<file path="src/design/hmdc_pkg.sv">
`default_nettype none

package hmdc_pkg;

  // longest hmp delta the block rewrites, in bytes
  localparam int unsigned MaxDeltaBytes = 5;
  localparam int unsigned IdxW          = $clog2(MaxDeltaBytes);
  localparam int unsigned QueueDepth    = 2;
  localparam int unsigned RemW          = 32;

  localparam logic [7:0] StatusMin  = 8'h80;
  localparam logic [7:0] SystemMin  = 8'hf0;
  localparam logic [7:0] MetaStatus = 8'hff;

  typedef enum logic [2:0] {
    PH_DELTA,
    PH_STATUS,
    PH_CHAN,
    PH_MTYPE,
    PH_MLEN,
    PH_MBODY,
    PH_ERROR
  } phase_e;

  typedef enum logic [2:0] {
    ERR_NONE       = 3'd0,
    ERR_TRUNC      = 3'd1,
    ERR_NO_STATUS  = 3'd2,
    ERR_SYSEX      = 3'd3,
    ERR_DELTA_LONG = 3'd4
  } err_e;

  typedef struct packed {
    logic [7:0] in_byte;
    logic       track_last;
  } in_t;

  typedef struct packed {
    logic [7:0] out_byte;
    logic       last_of_run;
    logic       track_done;
    logic [2:0] error_code;
  } out_t;

  // one queued run of results: a single byte, a raw flush or a delta rewrite
  typedef struct packed {
    logic [MaxDeltaBytes-1:0][7:0] bytes;
    logic [IdxW-1:0]               last_idx;
    logic                          rewrite;
    logic                          track_last;
    err_e                          err;
  } job_t;

  // data bytes after a channel status, indexed by status bits 6:4
  function automatic logic [1:0] chan_data_len(input logic [2:0] kind);
    logic [1:0] len;
    case (kind)
      3'd4, 3'd5: len = 2'd1;
      default:    len = 2'd2;
    endcase
    return len;
  endfunction

endpackage

`default_nettype wire

</file>
<file path="src/design/hmp_to_midi_delta_converter_unit.sv">
// channel | direction | handshake              | payload
// in      | input     | in_valid_i/in_ready_o   | in_data_i  (in_byte, track_last)
// out     | output    | out_valid_o/out_ready_i | out_data_o (out_byte, last_of_run,
//         |           |                         |   track_done, error_code)
//
// the front takes one byte per cycle while the two-entry run queue has room;
// delta bytes with bit 7 clear are held in the front until the delta ends or is cut.
// the back sends one result per cycle while out_ready_i is high; a byte has
// one result for event bytes and n for the end of an n-byte delta (<= 5).
// a result passes the run queue and the output register before it is offered.
// rst_ni clears the parse state, the queue and the output valid at once.
// a stalled output fills the queue, then in_ready_o drops.
`default_nettype none

module hmp_to_midi_delta_converter_unit (
  input  wire logic          clk_i,
  input  wire logic          rst_ni,
  input  wire logic          in_valid_i,
  output logic               in_ready_o,
  input  wire hmdc_pkg::in_t in_data_i,
  output logic               out_valid_o,
  input  wire logic          out_ready_i,
  output hmdc_pkg::out_t     out_data_o
);
  import hmdc_pkg::*;

  logic push;
  job_t job;
  logic q_full;
  logic q_valid;
  logic pop;
  job_t head;

  hmdc_front u_front (
    .clk_i      (clk_i),
    .rst_ni     (rst_ni),
    .in_valid_i (in_valid_i),
    .in_ready_o (in_ready_o),
    .in_data_i  (in_data_i),
    .q_full_i   (q_full),
    .push_o     (push),
    .job_o      (job)
  );

  hmdc_queue u_queue (
    .clk_i   (clk_i),
    .rst_ni  (rst_ni),
    .push_i  (push),
    .job_i   (job),
    .full_o  (q_full),
    .pop_i   (pop),
    .valid_o (q_valid),
    .head_o  (head)
  );

  hmdc_back u_back (
    .clk_i       (clk_i),
    .rst_ni      (rst_ni),
    .q_valid_i   (q_valid),
    .head_i      (head),
    .pop_o       (pop),
    .out_valid_o (out_valid_o),
    .out_ready_i (out_ready_i),
    .out_data_o  (out_data_o)
  );

endmodule

`default_nettype wire

</file>
<file path="src/design/hmdc_front.sv">
`default_nettype none

module hmdc_front (
  input  wire logic          clk_i,
  input  wire logic          rst_ni,
  input  wire logic          in_valid_i,
  output logic               in_ready_o,
  input  wire hmdc_pkg::in_t in_data_i,
  input  wire logic          q_full_i,
  output logic               push_o,
  output hmdc_pkg::job_t     job_o
);
  import hmdc_pkg::*;

  phase_e                   phase_q, phase_d;
  logic [IdxW-1:0]          hcnt_q, hcnt_d;
  logic [RemW-1:0]          rem_q, rem_d;
  err_e                     err_q, err_d;
  logic [7:0]               held_q [MaxDeltaBytes];

  logic                     accept;
  logic [7:0]               b;
  logic                     last;
  logic                     emit;
  logic                     use_delta;
  logic                     rewrite;
  logic                     hold_we;
  err_e                     err_n;
  logic [RemW-1:0]          rem_dec;
  logic [RemW-1:0]          rem_len;
  logic [MaxDeltaBytes-1:0][7:0] delta_bytes;

  assign in_ready_o = !q_full_i;
  assign accept     = in_valid_i && !q_full_i;
  assign b          = in_data_i.in_byte;
  assign last       = in_data_i.track_last;
  assign rem_dec    = (rem_q != '0) ? rem_q - RemW'(1) : '0;
  assign rem_len    = {rem_q[RemW-8:0], b[6:0]};

  // held bytes with the incoming byte in the next free slot
  always_comb begin
    for (int i = 0; i < MaxDeltaBytes; i++) begin
      delta_bytes[i] = (IdxW'(i) == hcnt_q) ? b : held_q[i];
    end
  end

  always_comb begin
    phase_d   = phase_q;
    hcnt_d    = hcnt_q;
    rem_d     = rem_q;
    err_n     = err_q;
    emit      = 1'b0;
    use_delta = 1'b0;
    rewrite   = 1'b0;
    hold_we   = 1'b0;

    case (phase_q)
      PH_DELTA: begin
        if (!b[7]) begin
          if (hcnt_q == IdxW'(MaxDeltaBytes - 1)) begin
            emit      = 1'b1;
            use_delta = 1'b1;
            err_n     = ERR_DELTA_LONG;
            phase_d   = PH_ERROR;
            hcnt_d    = '0;
          end else begin
            hold_we = 1'b1;
            hcnt_d  = hcnt_q + IdxW'(1);
            if (last) begin
              emit      = 1'b1;
              use_delta = 1'b1;
              err_n     = ERR_TRUNC;
              phase_d   = PH_ERROR;
            end
          end
        end else begin
          emit      = 1'b1;
          use_delta = 1'b1;
          rewrite   = 1'b1;
          phase_d   = PH_STATUS;
          hcnt_d    = '0;
        end
      end
      PH_STATUS: begin
        emit = 1'b1;
        if (b < StatusMin) begin
          err_n   = ERR_NO_STATUS;
          phase_d = PH_ERROR;
        end else if (b < SystemMin) begin
          rem_d   = RemW'(chan_data_len(b[6:4]));
          phase_d = PH_CHAN;
        end else if (b == MetaStatus) begin
          phase_d = PH_MTYPE;
        end else begin
          err_n   = ERR_SYSEX;
          phase_d = PH_ERROR;
        end
      end
      PH_CHAN, PH_MBODY: begin
        emit  = 1'b1;
        rem_d = rem_dec;
        if (rem_dec == '0) begin
          phase_d = PH_DELTA;
        end
      end
      PH_MTYPE: begin
        emit    = 1'b1;
        rem_d   = '0;
        phase_d = PH_MLEN;
      end
      PH_MLEN: begin
        emit  = 1'b1;
        rem_d = rem_len;
        if (!b[7]) begin
          phase_d = (rem_len != '0) ? PH_MBODY : PH_DELTA;
        end
      end
      default: begin
        emit = 1'b1;
      end
    endcase

    // track cut off inside an event or right after a delta
    if (last && phase_d != PH_DELTA && phase_d != PH_ERROR) begin
      err_n = ERR_TRUNC;
    end

    err_d = err_n;
    if (last) begin
      phase_d = PH_DELTA;
      hcnt_d  = '0;
      rem_d   = '0;
      err_d   = ERR_NONE;
    end

    job_o.track_last = last;
    job_o.err        = err_n;
    job_o.rewrite    = rewrite;
    if (use_delta) begin
      job_o.bytes    = delta_bytes;
      job_o.last_idx = hcnt_q;
    end else begin
      job_o.bytes    = delta_bytes;
      job_o.bytes[0] = b;
      job_o.last_idx = '0;
    end
  end

  assign push_o = accept && emit;

  always_ff @(posedge clk_i or negedge rst_ni) begin
    if (!rst_ni) begin
      phase_q <= PH_DELTA;
      hcnt_q  <= '0;
      rem_q   <= '0;
      err_q   <= ERR_NONE;
    end else if (accept) begin
      phase_q <= phase_d;
      hcnt_q  <= hcnt_d;
      rem_q   <= rem_d;
      err_q   <= err_d;
    end
  end

  always_ff @(posedge clk_i) begin
    if (accept && hold_we) begin
      held_q[hcnt_q] <= b;
    end
  end

endmodule

`default_nettype wire

</file>
<file path="src/design/hmdc_queue.sv">
`default_nettype none

module hmdc_queue (
  input  wire logic           clk_i,
  input  wire logic           rst_ni,
  input  wire logic           push_i,
  input  wire hmdc_pkg::job_t job_i,
  output logic                full_o,
  input  wire logic           pop_i,
  output logic                valid_o,
  output hmdc_pkg::job_t      head_o
);
  import hmdc_pkg::*;

  localparam int unsigned PtrW = (QueueDepth > 1) ? $clog2(QueueDepth) : 1;
  localparam int unsigned CntW = $clog2(QueueDepth + 1);

  job_t            entry_q [QueueDepth];
  logic [PtrW-1:0] wr_ptr_q, rd_ptr_q;
  logic [CntW-1:0] cnt_q;
  logic            do_push;
  logic            do_pop;

  assign full_o  = (cnt_q == CntW'(QueueDepth));
  assign valid_o = (cnt_q != '0);
  assign head_o  = entry_q[rd_ptr_q];
  assign do_push = push_i && !full_o;
  assign do_pop  = pop_i && valid_o;

  function automatic logic [PtrW-1:0] ptr_inc(input logic [PtrW-1:0] p);
    logic [PtrW-1:0] r;
    r = (p == PtrW'(QueueDepth - 1)) ? '0 : p + PtrW'(1);
    return r;
  endfunction

  always_ff @(posedge clk_i or negedge rst_ni) begin
    if (!rst_ni) begin
      wr_ptr_q <= '0;
      rd_ptr_q <= '0;
      cnt_q    <= '0;
    end else begin
      if (do_push) begin
        wr_ptr_q <= ptr_inc(wr_ptr_q);
      end
      if (do_pop) begin
        rd_ptr_q <= ptr_inc(rd_ptr_q);
      end
      if (do_push && !do_pop) begin
        cnt_q <= cnt_q + CntW'(1);
      end else if (do_pop && !do_push) begin
        cnt_q <= cnt_q - CntW'(1);
      end
    end
  end

  always_ff @(posedge clk_i) begin
    if (do_push) begin
      entry_q[wr_ptr_q] <= job_i;
    end
  end

endmodule

`default_nettype wire

</file>
<file path="src/design/hmdc_back.sv">
`default_nettype none

module hmdc_back (
  input  wire logic           clk_i,
  input  wire logic           rst_ni,
  input  wire logic           q_valid_i,
  input  wire hmdc_pkg::job_t head_i,
  output logic                pop_o,
  output logic                out_valid_o,
  input  wire logic           out_ready_i,
  output hmdc_pkg::out_t      out_data_o
);
  import hmdc_pkg::*;

  logic            out_valid_q;
  out_t            out_q, out_d;
  logic [IdxW-1:0] idx_q;
  logic            load;
  logic            fin;
  logic [IdxW-1:0] hi;
  logic [IdxW-1:0] raw_cut;
  logic [IdxW-1:0] grp_sel;
  logic [7:0]      lane_byte;

  assign load = q_valid_i && (!out_valid_q || out_ready_i);
  assign fin  = (idx_q == head_i.last_idx);

  // highest nonzero 7-bit group sets how many midi bytes the delta needs
  always_comb begin
    hi = '0;
    for (int i = 0; i < MaxDeltaBytes; i++) begin
      if (IdxW'(i) <= head_i.last_idx && head_i.bytes[i][6:0] != 7'd0) begin
        hi = IdxW'(i);
      end
    end
  end

  assign raw_cut = head_i.last_idx - hi;
  assign grp_sel = head_i.last_idx - idx_q;

  // in a rewrite, leading bytes pass raw, then groups go out most significant first; other runs pass raw
  always_comb begin
    if (!head_i.rewrite || idx_q < raw_cut) begin
      lane_byte = head_i.bytes[idx_q];
    end else begin
      lane_byte = {!fin, head_i.bytes[grp_sel][6:0]};
    end
    out_d.out_byte    = lane_byte;
    out_d.last_of_run = fin;
    out_d.track_done  = fin && head_i.track_last;
    out_d.error_code  = 3'(head_i.err);
  end

  assign pop_o       = load && fin;
  assign out_valid_o = out_valid_q;
  assign out_data_o  = out_q;

  always_ff @(posedge clk_i or negedge rst_ni) begin
    if (!rst_ni) begin
      out_valid_q <= 1'b0;
      idx_q       <= '0;
    end else begin
      if (load) begin
        out_valid_q <= 1'b1;
        idx_q       <= fin ? '0 : idx_q + IdxW'(1);
      end else if (out_ready_i) begin
        out_valid_q <= 1'b0;
      end
    end
  end

  always_ff @(posedge clk_i) begin
    if (load) begin
      out_q <= out_d;
    end
  end

endmodule

`default_nettype wire

</file>
<file path="config.mk">
export PLATFORM = sky130hd
export DESIGN_NAME = hmp_to_midi_delta_converter_unit
export DESIGN_NICKNAME = d
export VERILOG_FILES = /design/src/design/hmdc_pkg.sv /design/src/design/hmp_to_midi_delta_converter_unit.sv /design/src/design/hmdc_front.sv /design/src/design/hmdc_queue.sv /design/src/design/hmdc_back.sv
export SDC_FILE = /design/constraint.sdc
export NUM_CORES = 1
export LEC_CHECK = 0
export BUFFER_PORTS_ARGS = -buffer_cell sky130_fd_sc_hd__buf_2
export CAP_MARGIN = 20
export CELL_PAD_IN_SITES_DETAIL_PLACEMENT = 0
export CELL_PAD_IN_SITES_GLOBAL_PLACEMENT = 1
export CORE_ASPECT_RATIO = 1.5
export CORE_MARGIN = 1.5
export CORE_UTILIZATION = 52
export CTS_CLUSTER_DIAMETER = 80
export CTS_CLUSTER_SIZE = 24
export DETAILED_ROUTE_END_ITERATION = 10
export PLACE_DENSITY_LB_ADDON = 0.1
export SLEW_MARGIN = 20
export SYNTH_ARGS = -nofsm -noshare
export SYNTH_HDL_FRONTEND = slang
export SYNTH_SLANG_ARGS = --single-unit
</file>
<file path="constraint.sdc">
create_clock -name clk_i -period 5.68 [get_ports clk_i]
set_input_delay 0.568 -clock clk_i [delete_from_list [all_inputs] [get_ports clk_i]]
set_output_delay 0.568 -clock clk_i [all_outputs]
set_load 0.05 [all_outputs]
</file>
==> impl_results.md, run 1 <==
- Run status: finished, final reports clean
- Drt drc: 0
- Final Setup Violations: 0
- Largest net degree at the start of global routing: 50
- Crit start category: register
- Highest Clock Rate: 219 MHz
- CTS Hold Buffers Added: 0
- CTS buffer count: 17
- Mapped Area: 0.0104 mm^2
- Final WL: 28000 um
- Sequential area share after synthesis: 54.6%
- Max-cap viol count: 0
- Yosys warns: 0
- Routed Antenna Nets: 0
- H-Tree Depth: 4
- Post-CTS Resized: 0
- Critical Path AT: 4.75 ns
- Share of the synthesized area in compound gates (AO/OA/AOI/OAI): 11.7%
- Critical-path cell list: buf_4 -> mux2i_1 -> a32o_1 -> o2111ai_1 -> a21boi_0 -> ha_1 -> inv_1 -> fa_1 -> inv_1 -> ha_1 -> o21ai_0 -> nand2b_1 -> a21oi_1 -> nor2_1 -> or2_2 -> o22a_1 -> o21ai_0
- Core Region: 0.0197 mm^2
- Top cell family by delay on the critical path: simple AND/OR/NAND/NOR gates
- Setup Buffers After CTS: 0
- Synth Register Bits: 198
- Yosys top cell area share: 42.9%
- Worst Setup End Kind: register
- Crit-path max FO: 27
- Synthesized netlist cell count: 886
- RD Place Congestion: 0.983
- Syn nets: 914
- Initial DRC Count: 645
- Combinational family with the most area after synthesis: simple AND/OR/NAND/NOR gates
- Main synth FF type: edfxtp_1
- Vias in the first global route: 7664
- Root Driver: clkbuf_16
- Most frequent cells after synthesis: edfxtp_1 (149), nand2_1 (79), o21ai_0 (79), nor2_1 (67), dfrtp_1 (49)
- Setup TNS: 0 ns
- Die Width: 119 um
- Adder-Cell Fraction of Synth Area: 1.94%
- Count leader, synth: edfxtp_1
- GRT Total Usage: 28.1%
- Area leader, netlist: edfxtp_1
- CP Data Required Time: 5.86 ns
- Simple-gate portion of the synthesized area: 13.7%
- Hold crit path type: in -> async
- Count of nets after finishing: 925
- Clock transition at the registers of the reported paths: 0.07 ns
- Final setup skew: 0.00898 ns
- Number of max-slew violations in the final report: 0
- Worst-Skew Late Latency: 0.44 ns
- Post-synth ARST share: 24.7%
- CTS Sinks: 198
- First-pass detailed-route iteration total: 6
- Cell Rows: 63
- Vias per inst: 6.26
- RSZ-0062 raised after global routing: false
- WP buf/inv: 3
- Syn-to-layout area delta: 8.54%
- Ports: 28
- Tmin final: 4.56 ns
- Library cells used by synthesis: 74
- Crit. Startpoint: u_queue.rd_ptr_q$_DFFE_PN0P_
- Antenna diode instance count: 0
- Util after Layout: 57.5%
- Multiplexer area fraction after synthesis: 12.8%
- Worst-Margin Slew: 0.985 ns
- Initial Util: 53.0%
- Die area: 0.0209 mm^2
- Via count: 7329
- CP max stage cell: dfrtp_2
- Layout cells sized above 1: 18.6%
- CTS tree: built
- Post-synthesis xor/xnor area fraction: 1.83%
- Synth area leaders: edfxtp_1 (43%), dfrtp_1 (12%), mux4_2 (5.2%), mux2_2 (4.5%), o21ai_0 (3.8%)
- GR Overflow Total: 0
- Final Hold Vio Count: 0
- Final worst path period share: 80.3%
- Port Buffers: 27
- Slowest Stage Delay on Critical Path: 0.64 ns
- Setup CP Type: reg -> reg
- Initial antenna violation count: 0
- WL/cell: 23.9 um
- R2r startpoint: u_queue.rd_ptr_q$_DFFE_PN0P_
- Rel. slew slack: 34.3%
- Fillers: 1657
- Post-DP HPWL: 21100 um
- DP Worst Slack: 1.12 ns
- Post-Synthesis Mean Instance Area: 11.8 um^2
- Final setup margin: 1.12 ns
- Die extent in y: 176 um
- EDFF count, synth: 149
- Clock Tree Buf Depth: 2
- First-pass GRT wire length: 43400 um
-- routing by layer --
metal	share of wire [%]	global-route usage, %
met3	3.5	3.91
met5	0	0
met2	54	51.6
met1	34	28.6
met4	7.9	21.4
-- sequential cells by signal, indices dropped and copies added, names as in the netlist --
register / count
u_back.out_valid_o: 1
u_front.hcnt_q: 3
u_queue.wr_ptr_q: 1
u_back.idx_q: 3
u_queue.rd_ptr_q: 1
u_front.held_q: 40
u_front.err_q: 3
u_queue.entry_q: 96
u_back.out_data_o: 13
u_front.phase_q: 3
u_front.rem_q: 32
u_queue.cnt_q: 2
-- path summary, 6_finish.rpt --
check,end,slack (ns),cells past startpoint
setup reg to reg,u_back.out_data_o[11]$_DFFE_PP_,1.12,17
hold / removal,u_front.rem_q[6]$_DFFE_PN0P_,0.26,2
max in group asynchronous,u_queue.rd_ptr_q$_DFFE_PN0P_,4.83,2
hold reg to reg,u_back.out_valid_o$_DFFE_PN0P_,0.49,2
setup / recovery,u_back.out_data_o[11]$_DFFE_PP_,1.12,17
min in group clk_i,u_back.out_valid_o$_DFFE_PN0P_,0.39,3
-- cell type report --
type	count	area, um^2	area share (%)
Sequential cell	198	5700	50.3
Inverter	23	86.3	0.762
Clock inverter	15	141	1.25
Clock buffer	17	425	3.76
Multi-Input combinational cell	615	4400	38.8
Tap cell	260	325	2.87
Timing Repair Buffer	42	248	2.19
-- stage by stage --
stage | area (um^2) | hold slack (ns) | instances
6_report | 11300 | 0.265 | 1170
5_1_grt | 11300 | 0.310 | 1170
4_1_cts | 11300 | 0.281 | 1170
3_5_place_dp | 10800 | 0.480 | 1138
3_3_place_gp | 10800 | 0.469 | 1138
2_1_floorplan | 10400 | 0.272 | 886
-- cells in the final DEF, fill, tap and decap left out, types with 4 or more instances in the layout --
master,n
buf_4,15
nor2_1,67
mux4_2,24
clkbuf_16,17
o22a_1,4
inv_1,21
xor2_1,10
and2_1,4
and4_1,4
nand2b_1,10
nand2_1,79
inv_6,5
nor3_1,30
ha_1,13
mux2_2,42
a31oi_1,10
or2_2,6
or4_1,4
nand3_1,11
a21oi_1,42
o21ai_0,78
nor2b_1,6
nand4_1,5
buf_2,27
edfxtp_1,149
a22oi_1,16
nand4b_1,6
dfrtp_1,48
or3_1,8
o22ai_1,10
xnor2_1,10
mux2i_1,32
nor4_1,22
-- kinds of logic (layout without fill, tap and decap cells) --
family                   count (synthesis)  count (layout)
multiplexers                            98              98
adder cells (fa/ha/maj)                 15              15
AO/OA/AOI/OAI                          199             199
AND/OR/NAND/NOR                        282             282
XOR/XNOR                                21              21
flip-flops                             198             198
buffers and inverters                   73              97
Power of run 1 is not shown: default switching activity piles up to over one toggle a cycle in this logic, so the estimate is an artifact.
==> run 2: changes to the inputs <==
clock period = 4.4 ns   (was 5.68 ns; I/O delays follow)
==> run 2 against run 1 <==
Effect of this change: clock skew about the same; sequential share of layout area is 0.41 points lower; count of clock-buffer cells in the layout did not move; via count increased by 0.48%.
==> impl_results.md, run 2 (synthesized netlist as in run 1, its figures left out) <==
- Worst Setup End Kind: register
- GR Overflow Total: 0 (unchanged)
- Setup TNS: 0 ns (unchanged)
- Slowest Stage Delay on Critical Path: 0.63 ns (about the same)
- Dpl cell area: 0.0108 mm^2 (+0.42%)
- Cell Rows: 63 (unchanged)
- Run status: finished, final reports clean
- Via count: 7364 (+0.48%)
- Syn-to-layout area delta: 9.48%
- Die Width: 119 um (unchanged)
- CP Data Required Time: 4.67 ns (-1.19 ns)
- Layout cells sized above 1: 19.3% (+0.75 points)
- Critical-path cell list: buf_4 -> o31ai_1 -> a32o_1 -> o2111ai_1 -> a21boi_0 -> ha_1 -> inv_1 -> fa_1 -> inv_1 -> ha_1 -> o21ai_0 -> nand2b_1 -> a21oi_1 -> nor2_1 -> buf_4 -> or2_2 -> o22a_1 -> o21ai_0
- Root Driver: clkbuf_16
- Max-cap viol count: 0 (unchanged)
- Crit. Startpoint: u_queue.rd_ptr_q$_DFFE_PN0P_
- Crit start category: register
- Highest Clock Rate: 243 MHz (+11%)
- Final WL: 28000 um (+0.23%)
- Worst-Skew Late Latency: 0.44 ns (about the same)
- Final Hold Vio Count: 0 (unchanged)
- Most frequent cells in the layout: edfxtp_1 (149), nand2_1 (79), o21ai_0 (78)
- RD Place Congestion: 0.969 (-1.4%)
- Worst-Margin Slew: 1.20 ns (+0.219 ns)
- Most common cell after layout, fill and taps aside: edfxtp_1
- Tmin final: 4.12 ns (-0.446 ns)
- Fin area: 0.0114 mm^2 (+0.87%)
- Final setup skew: 0.00924 ns (+0.000262 ns)
- Top cell family by delay on the critical path: compound AO/OA/AOI/OAI gates
- H-Tree Depth: 4 (unchanged)
- Vias in the first global route: 7688 (+0.31%)
- Post-DP HPWL: 20700 um (-1.9%)
- Max FFs per register: 96 (unchanged)
- WP buf/inv: 4 (+1)
- Critical Path AT: 4.39 ns (-0.36 ns)
- Ports: 28 (unchanged)
- Number of max-slew violations in the final report: 0 (unchanged)
- Hold crit path type: in -> async
- Setup CP Type: reg -> reg
- RSZ-0062 raised after global routing: false
- Drt drc: 0 (unchanged)
- Rel. slew slack: 19.7% (-15 points)
- Count of nets after finishing: 931 (+0.65%)
- Clock transition at the registers of the reported paths: 0.08 ns (about the same)
- Core Region: 0.0197 mm^2 (unchanged)
- Most flop-heavy register: u_queue.entry_q
- Initial DRC Count: 375 (-42%)
- Die extent in y: 176 um (unchanged)
- Die area: 0.0209 mm^2 (unchanged)
- GRT Total Usage: 27.9% (-0.19 points)
- Initial Util: 53.0% (unchanged)
- CP max stage cell: dfrtp_4
- Initial antenna violation count: 0 (unchanged)
- First-pass detailed-route iteration total: 7 (+1)
- Vias per inst: 6.26 (about the same)
- Largest net degree at the start of global routing: 50 (unchanged)
- WL/cell: 23.8 um (-0.28%)
- Biggest regs: u_queue.entry_q x96, u_front.held_q x40, u_front.rem_q x32
- Port Buffers: 27 (unchanged)
- First-pass GRT wire length: 43400 um (-0.21%)
- CTS tree: built
- CTS buffer count: 17 (unchanged)
- Routed Antenna Nets: 0 (unchanged)
- Antenna diode instance count: 0 (unchanged)
- Final Setup Violations: 0 (unchanged)
- Crit-path max FO: 20 (-26%)
- CTS Hold Buffers Added: 0 (unchanged)
- Final worst path period share: 93.6% (+13 points)
- R2r setup slk: 0.28 ns (-0.83 ns)
- R2r startpoint: u_queue.rd_ptr_q$_DFFE_PN0P_
- Clock Tree Buf Depth: 2 (unchanged)
- CTS Sinks: 198 (unchanged)
- Fillers: 1658 (+0.060%)
[run 2: final cells by class]
type,count,area (um^2),share of cell area (%)
clock buffers,17,425,3.72
clock inverters,15,185,1.62
inverters,23,86.3,0.756
multi-input cells,615,4410,38.6
flip-flops and latches,198,5700,49.9
well taps,260,325,2.85
repair buffers,48,293,2.56
[run 2: path summary, 6_finish.rpt]
kind                                              endpoint  depth (start not counted)
setup / recovery           u_back.out_data_o[11]$_DFFE_PP_                         18
hold / removal               u_front.rem_q[16]$_DFFE_PN0P_                          2
setup reg to reg           u_back.out_data_o[11]$_DFFE_PP_                         18
hold reg to reg               u_front.err_q[2]$_DFFE_PN0P_                          2
max in group asynchronous     u_queue.rd_ptr_q$_DFFE_PN0P_                          2
min in group clk_i          u_back.out_valid_o$_DFFE_PN0P_                          3
[run 2: stage by stage]
| stage | setup WS, ns | utilization (%) | hold slack, ns | std cells |
|---|---|---|---|---|
| after floorplan | 0.0323 | - | 0.144 | 886 |
| after global placement | 0.370 | 54.8 | 0.468 | 1144 |
| after detailed placement | 0.248 | 54.8 | 0.493 | 1144 |
| after CTS | 0.214 | 57.9 | 0.152 | 1176 |
| after global routing | 0.000747 | 58.0 | 0.187 | 1176 |
| final | 0.283 | 58.0 | 0.133 | 1176 |
[run 2: timing repair]
item | CTS | global route
buffers inserted | 0 | 0
setup endpoints to repair | 0 | 3
gates resized for setup | 0 | 1
[run 2: worst reg2reg max path, cell delays in order, from the launching register on]
cell and delay [ns]:
dfrtp_4 0.63, buf_4 0.28, o31ai_1 0.29, a32o_1 0.23, o2111ai_1 0.12, a21boi_0 0.21
ha_1 0.17, inv_1 0.05, fa_1 0.47, inv_1 0.04, ha_1 0.25, o21ai_0 0.07
nand2b_1 0.07, a21oi_1 0.24, nor2_1 0.08, buf_4 0.19, or2_2 0.31, o22a_1 0.17
o21ai_0 0.08
[run 2: routing by layer]
layer	global-route usage [%]	vias up	part of all wire, %
met1	28.1	3633	35
met2	52.5	232	55
met3	3.46	96	3.1
li1	-	3403	-
met5	0	-	0
met4	20.1	0	7.0
Power of run 2 is left out for the same reason.
